**src/rtl/sehtu_pkg.sv**
```systemverilog
// ----------------------------------------------------------------------------
// sehtu_pkg
// Shared types and codes for the sorted event handler table.
// ----------------------------------------------------------------------------
package sehtu_pkg;

  // default number of table cells
  localparam int DEFAULT_TABLE_DEPTH = 32;

  // field widths
  localparam int KEY_W = 16;
  localparam int EV_W  = 4;
  localparam int ID_W  = 8;
  localparam int ST_W  = 2;

  // input operation codes
  localparam logic OP_REGISTER = 1'b0;
  localparam logic OP_DISPATCH = 1'b1;

  // result status codes
  localparam logic [ST_W-1:0] ST_REGISTERED = 2'd0;
  localparam logic [ST_W-1:0] ST_MATCH      = 2'd1;
  localparam logic [ST_W-1:0] ST_FULL       = 2'd2;
  localparam logic [ST_W-1:0] ST_NOMATCH    = 2'd3;

  // wildcard event code
  localparam logic [EV_W-1:0] EV_ANY = 4'd0;

  // one table entry
  typedef struct packed {
    logic signed [KEY_W-1:0] key;
    logic [EV_W-1:0]         ev;
    logic [ID_W-1:0]         id;
  } entry_t;

  // control broadcast to every cell
  typedef struct packed {
    logic   insert;
    logic   rotate;
    entry_t new_entry;
  } cell_ctrl_t;

endpackage

```
**src/rtl/sorted_event_handler_table_unit.sv**
```systemverilog
// ----------------------------------------------------------------------------
// sorted_event_handler_table_unit
// Stable sorted handler table with event dispatch over a chain of cells.
// ----------------------------------------------------------------------------
// On a registration beat all cells compare the new key at once and the
// entries after the insertion point shift one cell to the right. A
// dispatch beat rotates the whole chain of TABLE_DEPTH cells once through
// cell zero, one entry per cycle while the output side does not stall a
// pending match; matches come out in table order, and the last one is
// flagged. No new input beat is accepted until the dispatch is done. No
// reset sweep is needed: only the entry count and sequencer are cleared.
module sorted_event_handler_table_unit
  import sehtu_pkg::*;
#(
  parameter int TABLE_DEPTH = DEFAULT_TABLE_DEPTH
) (
  input  logic        clk,
  input  logic        rst,
  input  logic        s_axis_tvalid,
  output logic        s_axis_tready,
  // seq_key[15:0], event_code[19:16], handler_id[27:20], zero pad
  input  logic [31:0] s_axis_tdata,
  // opcode[0]
  input  logic        s_axis_tuser,
  output logic        m_axis_tvalid,
  input  logic        m_axis_tready,
  // match_id[7:0]
  output logic [7:0]  m_axis_tdata,
  // status[1:0]
  output logic [1:0]  m_axis_tuser,
  output logic        m_axis_tlast
);

  localparam int CNT_W = $clog2(TABLE_DEPTH + 1);
  localparam int IDX_W = $clog2(TABLE_DEPTH);

  localparam logic [1:0] S_IDLE = 2'd0;
  localparam logic [1:0] S_SCAN = 2'd1;
  localparam logic [1:0] S_FIN  = 2'd2;

  logic [1:0]       state;
  logic [CNT_W-1:0] count;
  logic [IDX_W-1:0] step;
  logic [EV_W-1:0]  disp_ev;
  logic             pend_valid;
  logic [ID_W-1:0]  pend_id;

  logic             out_valid;
  logic [ID_W-1:0]  out_id;
  logic [ST_W-1:0]  out_status;
  logic             out_last;

  entry_t           in_entry;
  cell_ctrl_t       ctrl;
  entry_t           ents [TABLE_DEPTH];
  logic             gts  [TABLE_DEPTH];

  logic             in_beat;
  logic             out_free;
  logic             is_full;
  logic             head_match;
  logic             scan_push;
  logic             scan_adv;
  logic             last_step;

  // input unpacking
  assign in_entry.key = s_axis_tdata[15:0];
  assign in_entry.ev  = s_axis_tdata[19:16];
  assign in_entry.id  = s_axis_tdata[27:20];

  assign out_free      = !out_valid || m_axis_tready;
  assign s_axis_tready = (state == S_IDLE) && out_free;
  assign in_beat       = s_axis_tvalid && s_axis_tready;
  assign is_full       = count >= CNT_W'(TABLE_DEPTH);

  // cell zero holds entry number step during a scan
  assign head_match = (CNT_W'(step) < count)
                      && ((ents[0].ev == EV_ANY) || (ents[0].ev == disp_ev));
  assign scan_push  = head_match && pend_valid;
  assign scan_adv   = (state == S_SCAN) && !(scan_push && !out_free);
  assign last_step  = step == IDX_W'(TABLE_DEPTH - 1);

  // broadcast control
  always_comb begin
    ctrl.insert    = in_beat && (s_axis_tuser == OP_REGISTER) && !is_full;
    ctrl.rotate    = scan_adv;
    ctrl.new_entry = in_entry;
  end

  // chain of cells
  for (genvar i = 0; i < TABLE_DEPTH; i++) begin : g_cell
    logic   gt_left;
    entry_t left_entry;
    entry_t right_entry;
    if (i == 0) begin : g_first
      assign gt_left    = 1'b0;
      assign left_entry = ents[0];
    end else begin : g_mid
      assign gt_left    = gts[i-1];
      assign left_entry = ents[i-1];
    end
    if (i == TABLE_DEPTH - 1) begin : g_last
      assign right_entry = ents[0];
    end else begin : g_inner
      assign right_entry = ents[i+1];
    end
    sehtu_cell u_cell (
      .clk         (clk),
      .ctrl        (ctrl),
      .occupied    (CNT_W'(i) < count),
      .at_count    (CNT_W'(i) == count),
      .gt_left     (gt_left),
      .left_entry  (left_entry),
      .right_entry (right_entry),
      .gt          (gts[i]),
      .entry       (ents[i])
    );
  end

  // sequencer and entry count
  always_ff @(posedge clk) begin
    if (rst) begin
      state      <= S_IDLE;
      count      <= '0;
      step       <= '0;
      pend_valid <= 1'b0;
    end else begin
      unique case (state)
        S_IDLE: begin
          if (in_beat && (s_axis_tuser == OP_DISPATCH)) begin
            state      <= S_SCAN;
            step       <= '0;
            pend_valid <= 1'b0;
          end else if (ctrl.insert) begin
            count <= count + 1'b1;
          end
        end
        S_SCAN: begin
          if (scan_adv) begin
            step <= step + 1'b1;
            if (head_match) begin
              pend_valid <= 1'b1;
            end
            if (last_step) begin
              state <= S_FIN;
            end
          end
        end
        S_FIN: begin
          if (out_free) begin
            state <= S_IDLE;
          end
        end
        default: state <= S_IDLE;
      endcase
    end
  end

  // held match and dispatch event
  always_ff @(posedge clk) begin
    if (in_beat) begin
      disp_ev <= in_entry.ev;
    end
    if (scan_adv && head_match) begin
      pend_id <= ents[0].id;
    end
  end

  // output register
  always_ff @(posedge clk) begin
    if (rst) begin
      out_valid <= 1'b0;
    end else if ((in_beat && (s_axis_tuser == OP_REGISTER))
                 || (scan_adv && scan_push)
                 || ((state == S_FIN) && out_free)) begin
      out_valid <= 1'b1;
    end else if (m_axis_tready) begin
      out_valid <= 1'b0;
    end
  end

  always_ff @(posedge clk) begin
    if (in_beat && (s_axis_tuser == OP_REGISTER)) begin
      out_status <= is_full ? ST_FULL : ST_REGISTERED;
      out_id     <= '0;
      out_last   <= 1'b1;
    end else if (scan_adv && scan_push) begin
      out_status <= ST_MATCH;
      out_id     <= pend_id;
      out_last   <= 1'b0;
    end else if ((state == S_FIN) && out_free) begin
      out_status <= pend_valid ? ST_MATCH : ST_NOMATCH;
      out_id     <= pend_valid ? pend_id : '0;
      out_last   <= 1'b1;
    end
  end

  assign m_axis_tvalid = out_valid;
  assign m_axis_tdata  = out_id;
  assign m_axis_tuser  = out_status;
  assign m_axis_tlast  = out_last;

  // checks
  a_count_bound: assert property (@(posedge clk) disable iff (rst)
    count <= CNT_W'(TABLE_DEPTH))
    else $error("entry count beyond table depth");

  a_count_stable_scan: assert property (@(posedge clk) disable iff (rst)
    (state == S_SCAN) |=> $stable(count))
    else $error("entry count changed during dispatch");

  a_insert_count: assert property (@(posedge clk) disable iff (rst)
    ctrl.insert |=> (count == $past(count) + 1'b1))
    else $error("registration did not grow the table");

  a_no_accept_busy: assert property (@(posedge clk) disable iff (rst)
    (state != S_IDLE) |-> !s_axis_tready)
    else $error("input accepted during dispatch");

endmodule

```
**src/rtl/sehtu_cell.sv**
```systemverilog
// ----------------------------------------------------------------------------
// sehtu_cell
// One slot of the sorted chain: shifts right on insert, rotates on dispatch.
// ----------------------------------------------------------------------------
module sehtu_cell
  import sehtu_pkg::*;
(
  input  logic       clk,
  input  cell_ctrl_t ctrl,
  input  logic       occupied,
  input  logic       at_count,
  input  logic       gt_left,
  input  entry_t     left_entry,
  input  entry_t     right_entry,
  output logic       gt,
  output entry_t     entry
);

  // occupied slot whose key sorts after the new one
  assign gt = occupied && (entry.key > ctrl.new_entry.key);

  // rotate toward cell zero, or shift and insert
  always_ff @(posedge clk) begin
    if (ctrl.rotate) begin
      entry <= right_entry;
    end else if (ctrl.insert && (gt || at_count)) begin
      entry <= gt_left ? left_entry : ctrl.new_entry;
    end
  end

endmodule
```
**config.mk**
```make
export PLATFORM = sky130hd
export DESIGN_NAME = sorted_event_handler_table_unit
export DESIGN_NICKNAME = d
export VERILOG_FILES = /design/src/rtl/sehtu_pkg.sv /design/src/rtl/sorted_event_handler_table_unit.sv /design/src/rtl/sehtu_cell.sv
export SDC_FILE = /design/constraint.sdc
export NUM_CORES = 2
export LEC_CHECK = 0
export ABC_AREA = 1
export BUFFER_PORTS_ARGS = -buffer_cell sky130_fd_sc_hd__buf_2
export CAP_MARGIN = 5
export CORE_UTILIZATION = 35
export CTS_CLUSTER_DIAMETER = 150
export DETAILED_ROUTE_END_ITERATION = 10
export GPL_TIMING_DRIVEN = 1
export PLACE_DENSITY_LB_ADDON = 0.08
export SKIP_LAST_GASP = 1
export SLEW_MARGIN = 0
export SYNTH_ARGS = -nofsm -noshare
export SYNTH_HDL_FRONTEND = slang
export SYNTH_SLANG_ARGS = --single-unit
```
**constraint.sdc**
```tcl
create_clock -name clk -period 3.9 [get_ports clk]
set_input_delay 0.585 -clock clk [delete_from_list [all_inputs] [get_ports clk]]
set_output_delay 0.585 -clock clk [all_outputs]
set_load 0.005 [all_outputs]
```
Word-level counts from Yosys, hierarchy flattened
Cells that the tools add are included.

$add $sub $neg: 2. Magnitude comparators: 66. Equal/unequal tests: 40. Multiplexer cells: 119. Bitwise operators: 2. Reduce and logical (&&, ||, !) cells: 159.

Operator list (number): $mux W28 (95); $gt A16 B16 Y1 (32); $eq A5 B6 Y1 const A (16); $lt A5 B6 Y1 const A (16); $logic_and A1 B1 Y1 (76); $reduce_bool A2 Y1 (35); $eq A4 B6 Y1 const A (8); $lt A4 B6 Y1 const A (8); $logic_or A1 B1 Y1 (36); $eq A3 B6 Y1 const A (4); $lt A3 B6 Y1 const A (4); $mux W8 (3); $mux W2 (9); $eq A2 B6 Y1 const A (2); $lt A1 B6 Y1 const A (2); $lt A2 B6 Y1 const A (2); $mux W5 (2); $pmux W5 S2 (1); $ne A2 B2 Y1 const B (4); $reduce_and A4 Y1 (2); $mux W1 (7); $add A6 B1 Y6 const B (1); $eq A1 B6 Y1 const A (1); $ge A6 B6 Y1 const B (1); other kinds (16) (21).

Flip-flop bits (word level): 934. Output and inout port bits: 13. Logic and storage cells: 494.

Logic depth before layout (Yosys ltp)
Depth in word-level cells: 11. Mapped depth: 19.

Modules after synthesis
Synthesis repeated with hierarchy kept, for this count alone.

Cells, all modules: 7682. Area total of the unflattened synthesis: 64602.0 um^2.

Modules (own cells, without submodules): sehtu_cell (g_cell[0].u_cell ...) (instances 30, cells an instance 230, area each 1945.6 um^2, seq. area each 840.8 um^2); sehtu_cell (g_cell[8].u_cell ...) (instances 2, cells an instance 230, area each 1949.4 um^2, seq. area each 840.8 um^2); sorted_event_handler_table_unit (instances 1, cells an instance 322, area each 2334.7 um^2, seq. area each 900.9 um^2).

Worst setup path before layout
OpenSTA, ideal clock, no wires.

Path kind: input -> register. Start: input s_axis_tdata[15]. End: register g_cell[27].u_cell.entry[0] (netlist bit) (enable). Library setup time: 0.385 ns. Arrival: 3.713 ns. Setup slack: -0.198 ns. Stages on the path: 14. Path buffers: 3. Path through: inv_1 -> clkbuf_1 -> ha_1 -> a21oi_1 -> o21ai_0 -> a21oi_1 -> nand3b_1 -> nand2_1 -> nand2_1 -> buf_2 -> buf_2 -> nand2_1 -> nand2_1 -> nand2_1.

Longest elaborated chain between the ends: 5.

Ends and longest elaborated chain: start: declaration (RTL line sorted_event_handler_table_unit.sv:22) `input logic [31:0] s_axis_tdata,`; $gt A16 B16 Y1 (RTL line sehtu_cell.sv:20) `assign gt = occupied && (entry.key > ctrl.new_entry.key);`; $logic_and A1 B1 Y1 (RTL line sehtu_cell.sv:20); $logic_or A1 B1 Y1 (RTL line sehtu_cell.sv:26) `end else if (ctrl.insert && (gt || at_count)) begin`; $logic_and A1 B1 Y1 (RTL line sehtu_cell.sv:26); $reduce_bool A2 Y1 (no source line); end signal: assignment (RTL line sehtu_cell.sv:25) `entry <= right_entry;`; end signal: assignment (RTL line sehtu_cell.sv:27) `entry <= gt_left ? left_entry : ctrl.new_entry;`; end: declaration (RTL line sehtu_cell.sv:16) `output entry_t entry`.

No other way between the ends. A chain may end at the register's enable or synchronous reset.

Worst setup path in the final report
Start: register count[3]. End: register g_cell[7].u_cell.entry[10] (netlist bit) (data pin).

Longest elaborated chain between the ends: 7.

Ends and longest elaborated chain: start: declaration (RTL line sorted_event_handler_table_unit.sv:42) `logic [CNT_W-1:0] count;`; start signal: assignment (RTL line sorted_event_handler_table_unit.sv:135) `count <= count + 1'b1;`; $lt A5 B6 Y1 (RTL line sorted_event_handler_table_unit.sv:77) `assign head_match = (CNT_W'(step) < count)`; $logic_and A1 B1 Y1 (RTL line sorted_event_handler_table_unit.sv:78) `&& ((ents[0].ev == EV_ANY) || (ents[0].ev == disp_ev));`; $logic_and A1 B1 Y1 (RTL line sorted_event_handler_table_unit.sv:79) `assign scan_push = head_match && pend_valid;`; $logic_and A1 B1 Y1 (RTL line sorted_event_handler_table_unit.sv:80) `assign scan_adv = (state == S_SCAN) && !(scan_push && !out_free);`; $logic_not A1 Y1 (RTL line sorted_event_handler_table_unit.sv:80); $logic_and A1 B1 Y1 (RTL line sorted_event_handler_table_unit.sv:80); $mux W28 (*) (RTL line sehtu_cell.sv:24) `if (ctrl.rotate) begin`; end signal: assignment (RTL line sehtu_cell.sv:25); end signal: assignment (RTL line sehtu_cell.sv:27); end: declaration (RTL line sehtu_cell.sv:16).

Every way passes the cells marked *; elsewhere a longest branch is shown, timed or not. The select of a mux whose other input is x is not followed.

==> results.md <==
Critical path:
- Counting buffers and inverters, the worst setup path is 13 cells deep.
- The arrival time of the worst setup path is 3.95 ns.
- The worst reg2reg path endpoint is g_cell[7].u_cell.entry[10].
- The element type at the critical path start is a register.
- The library cell contributing the largest single delay on the critical path is sky130_fd_sc_hd__dfxtp_1.
- Grouping stages by cell kind, the critical path spends the most delay in buffers and inverters.
- For the worst flop-to-flop path, the logic depth is 13.
- The destination of the critical timing path is g_cell[7].u_cell.entry[10].
- The maximum fanout count along the critical path is 144.
- The critical path is of the reg -> reg type.
- The cell type with the highest occurrence count on the critical path is sky130_fd_sc_hd__nand2_1.
- The critical path's largest stage delay is 0.57 ns.
- Traced cell by cell, the critical path runs through inv_2 -> ha_1 -> nand2_1 -> nor3_1 -> a21oi_1 -> nand2_1 -> inv_2 -> nand2_2 -> nand2_8 -> inv_16 -> buf_12 -> nand2_1 -> nand2_1.
- Across all register-to-register paths, the minimum setup slack is 0.57 ns.
- In this run the worst setup path begins at count[3].
- The source of the worst register-to-register timing path is count[3].
- The worst setup path is captured at a register.
- The required time of the critical path is 4.52 ns.
- The critical path buffer and inverter count is 4.

Synth:
- The most used flip-flop cell after synthesis is sky130_fd_sc_hd__edfxtp_1.
- The count of cell types in the netlist is 37.
- In this run the mean area of a mapped cell was 7.54 sq um.
- For this run, the number of Yosys warnings is 0.
- Yosys mapped a number of flops with a built-in enable equal to 910.
- The proportion of synthesized flip-flops having asynchronous set or reset is 0.
- The net count after synthesis is 9411.
- Of the synthesized area, sequential elements account for 0.416.
- The synthesized design contains 934 register bits.
- The post-synthesis instance total is 8869.
- The post-synthesis instance area is 66800 sq um.

Timing:
- The count of final max-slew check failures is 0.
- Setup slack closes at 0.573 ns.
- The post-route clock period utilization is 0.853.
- The sum of negative setup slack is 0 ns.
- Setup repair after global routing left no endpoint under its margin.
- Clock skew on the completed layout was measured at 0.0387 ns.
- The final count of negative-setup-slack endpoints is 0.
- The slew of the pin with the lowest slew margin is 1.02 ns.
- Subtracting the final worst setup slack from the clock period gives 3.33 ns.
- The relative slew slack is 0.313.
- The final number of hold-violating endpoints is 0.
- The highest attainable clock frequency is 0.301 GHz.

Die:
- The floorplan step set the die width to 439 um.
- The die area is 193000 sq um.
- The height of the die is 439 um.
- The core area is 190000 sq um.
- The count of pins on the block boundary is 50.
- Row generation in the floorplan step produced 160 rows.
- For this configuration, the core starts out at a cell density of 0.352.

Placement:
- The number of port buffers is 45.
- Including well taps, the total number of placed cells is 11052.
- After legalization and detailed placement, the total HPWL measured 176 mm.
- The congestion estimate from routability-driven global placement came to 0.864.
- The minimum setup slack after placement is 0.411 ns.

Power:
- The power density relative to cell area is 390 nW/um^2.
- The worst vdd rail ir drop is 0.362 mV.
- In this run the static leakage power is 35.3 nW.

Clock network:
- The H-tree generated during clock tree synthesis spans 3 levels.
- The clock tree from TritonCTS is done.
- For the worst-skew pair, the clock arrives at the later sink with an insertion delay of 0.77 ns.
- After clock tree synthesis, the clock-pin slew on the worst setup and hold paths is 0.06 ns.
- The library cell used as clock root buffer is sky130_fd_sc_hd__clkbuf_16.
- CTS saw 934 sinks.
- The number of clock buffers added by TritonCTS is 120.
- Counting along the longest clock path gives a buffer depth of 3.
- The number of gates given a new drive strength after cts is 0.

Worst hold path:
- The instance count along the most critical hold path is 1.
- The kind of path behind the tightest hold check is in -> reg.

Drt:
- The number of violations reported at the end of detailed-routing iteration 0 is 4885.
- After detailed routing, the average wire length per cell comes to 21.5 um.
- The pre-antenna-repair detailed-routing pass consisted of 5 iterations.
- The final routed DRC violation total is 0.
- The sum of routed wire length over all layers is 242 mm.
- Across all layers, the routed design uses 59817 vias.
- The detailed-route vias per instance is 5.30.
- The antenna violation net count after detailed routing is 0.

Flow run:
- The total of max-cap violations is 0.

Final layout:
- The number of fillers in the final layout is 19850.
- Relative to the synthesized area, the layout overhead comes to 11.3%.
- The final layout contains 9206 nets.
- Summing all flip-flop and latch instances after layout gives 27800 sq um.
- The multi-input combinational cells in the finished layout cover a total of 32300 sq um.
- After the flow finishes, the layout carries non-filler instances totaling 11280.
- Of the cells placed in the final design, the portion with a size suffix greater than 1 is 0.0638.

GRT:
- The global-route congestion overflow total is 0.
- The number of antenna violations at the first check in global routing is 3.
- The via count of the first global-routing pass is 58127.
- Across every metal layer, demand over resource in global routing totals 0.248.
- The pin count of the biggest net entering global routing is 145.
- The first-pass GRT wire length is 369 mm.

Run status:
- The flow ran to the end, and the final reports show no timing, DRC or antenna violations.
sequential cells by signal (all words and copies together) (netlist names):
signal	flops
m_axis_tdata	8
count	6
disp_ev	4
g_cell.u_cell.entry	896
step	5
m_axis_tlast	1
state	2
pend_id	8
m_axis_tuser	2
pend_valid	1
m_axis_tvalid	1
cell usage after synthesis (2+ instances only):
cell type                  number  area share
sky130_fd_sc_hd__a21boi_0       2     0.00022
sky130_fd_sc_hd__a21oi_1      264       0.020
sky130_fd_sc_hd__a22oi_1        2     0.00022
sky130_fd_sc_hd__a31oi_1       13      0.0012
sky130_fd_sc_hd__buf_1         46      0.0026
sky130_fd_sc_hd__buf_2        317       0.024
sky130_fd_sc_hd__buf_4         37      0.0042
sky130_fd_sc_hd__buf_6          4     0.00067
sky130_fd_sc_hd__clkbuf_1     249       0.014
sky130_fd_sc_hd__dfxtp_1       24      0.0072
sky130_fd_sc_hd__edfxtp_1     910        0.41
sky130_fd_sc_hd__ha_1         505       0.095
sky130_fd_sc_hd__inv_1       1017       0.057
sky130_fd_sc_hd__inv_2          9     0.00051
sky130_fd_sc_hd__nand2_1     3232        0.18
sky130_fd_sc_hd__nand2_2        3     0.00028
sky130_fd_sc_hd__nand2_4        2     0.00034
sky130_fd_sc_hd__nand3_1     1066       0.080
sky130_fd_sc_hd__nand3b_1      31      0.0035
sky130_fd_sc_hd__nand4_1      762       0.071
sky130_fd_sc_hd__nor2_1       144      0.0081
sky130_fd_sc_hd__nor2_2         4     0.00037
sky130_fd_sc_hd__nor2_4         2     0.00034
sky130_fd_sc_hd__nor3_1        26      0.0019
sky130_fd_sc_hd__nor4_1         3     0.00028
sky130_fd_sc_hd__o21a_1        31      0.0035
sky130_fd_sc_hd__o21ai_0      119      0.0089
sky130_fd_sc_hd__o21ai_1        4     0.00030
sky130_fd_sc_hd__o21bai_1      29      0.0033
sky130_fd_sc_hd__xor2_1         5     0.00066
how the worst min path moves through the flow:
stage	startpoint	slack [ns]	end
after floorplan	g_cell[0].u_cell.entry[0]	0.45	pend_id[0]
after global placement	m_axis_tdata[4]	0.49	m_axis_tdata[4]
after detailed placement	state[0]	0.49	state[0]
after CTS	s_axis_tdata[18]	0.003	disp_ev[2]
after global routing	s_axis_tdata[18]	0.02	disp_ev[2]
final	s_axis_tdata[18]	0.07	disp_ev[2]
cell usage in the layout (no fill, tap or decap), types with 26 or more instances in the layout:
master	Yosys	layout
sky130_fd_sc_hd__o21ai_0	119	118
sky130_fd_sc_hd__edfxtp_1	910	910
sky130_fd_sc_hd__ha_1	505	505
sky130_fd_sc_hd__buf_2	317	45
sky130_fd_sc_hd__buf_4	37	193
sky130_fd_sc_hd__nand3_1	1066	1066
sky130_fd_sc_hd__nand3b_1	31	31
sky130_fd_sc_hd__nor3_1	26	26
sky130_fd_sc_hd__o21a_1	31	31
sky130_fd_sc_hd__inv_1	1017	989
sky130_fd_sc_hd__clkinv_2	0	29
sky130_fd_sc_hd__nor2_1	144	144
sky130_fd_sc_hd__o21bai_1	29	29
sky130_fd_sc_hd__nand2_1	3232	3232
sky130_fd_sc_hd__a21oi_1	264	258
sky130_fd_sc_hd__clkbuf_16	0	123
sky130_fd_sc_hd__clkinv_1	0	38
sky130_fd_sc_hd__nand4_1	762	762
sky130_fd_sc_hd__buf_12	0	87
metrics by stage:
stage	power (mW)	hold slack [ns]	instance area [sq um]	utilization
finish	29.0	0.0661	74400	0.391
CTS	29.3	0.00344	74400	0.391
detailed placement	18.1	0.486	70500	0.371
global placement	18.0	0.485	70500	0.371
floorplan	16.1	0.450	66900	-
global route	30.3	0.0190	74400	0.391
cell type report:
type,count,area share
repair buffers,326,0.0461
clock inverters,67,0.00703
inverters,1027,0.0523
well taps,2511,0.0422
diodes,3,0.000101
flip-flops and latches,934,0.374
multi-input cells,6255,0.434
clock buffers,157,0.0444
kinds of logic after synthesis:
group / count (synthesis) / synth area share
buffers and inverters: 1680 / 0.103
and+or+nand+nor: 5277 / 0.348
adders and majority gates: 505 / 0.0945
AOI/OAI and AO/OA: 468 / 0.0379
DFF: 934 / 0.416
xor gates and xnor gates: 5 / 0.000655
layer usage:
metal / global-route usage / vias to the layer above / routed length, um
li1: - / 29365 / -
met1: 0.345 / 28577 / 112000
met2: 0.400 / 1541 / 111000
met3: 0.0263 / 334 / 11200
met4: 0.0795 / 0 / 8010
met5: 0 / - / 0
power breakdown:
group	internal [mW]	total (mW)	switching, mW
Combinational	1.64	5.39	3.75
Clock	6.42	11.1	4.69
Sequential	12.0	12.5	0.536
timing repair:
action | in CTS | in global routing
setup buffers | 0 | 0
hold endpoints to repair | 1 | 0
hold buffers | 1 | 0
(Power assumes the default switching activity.)
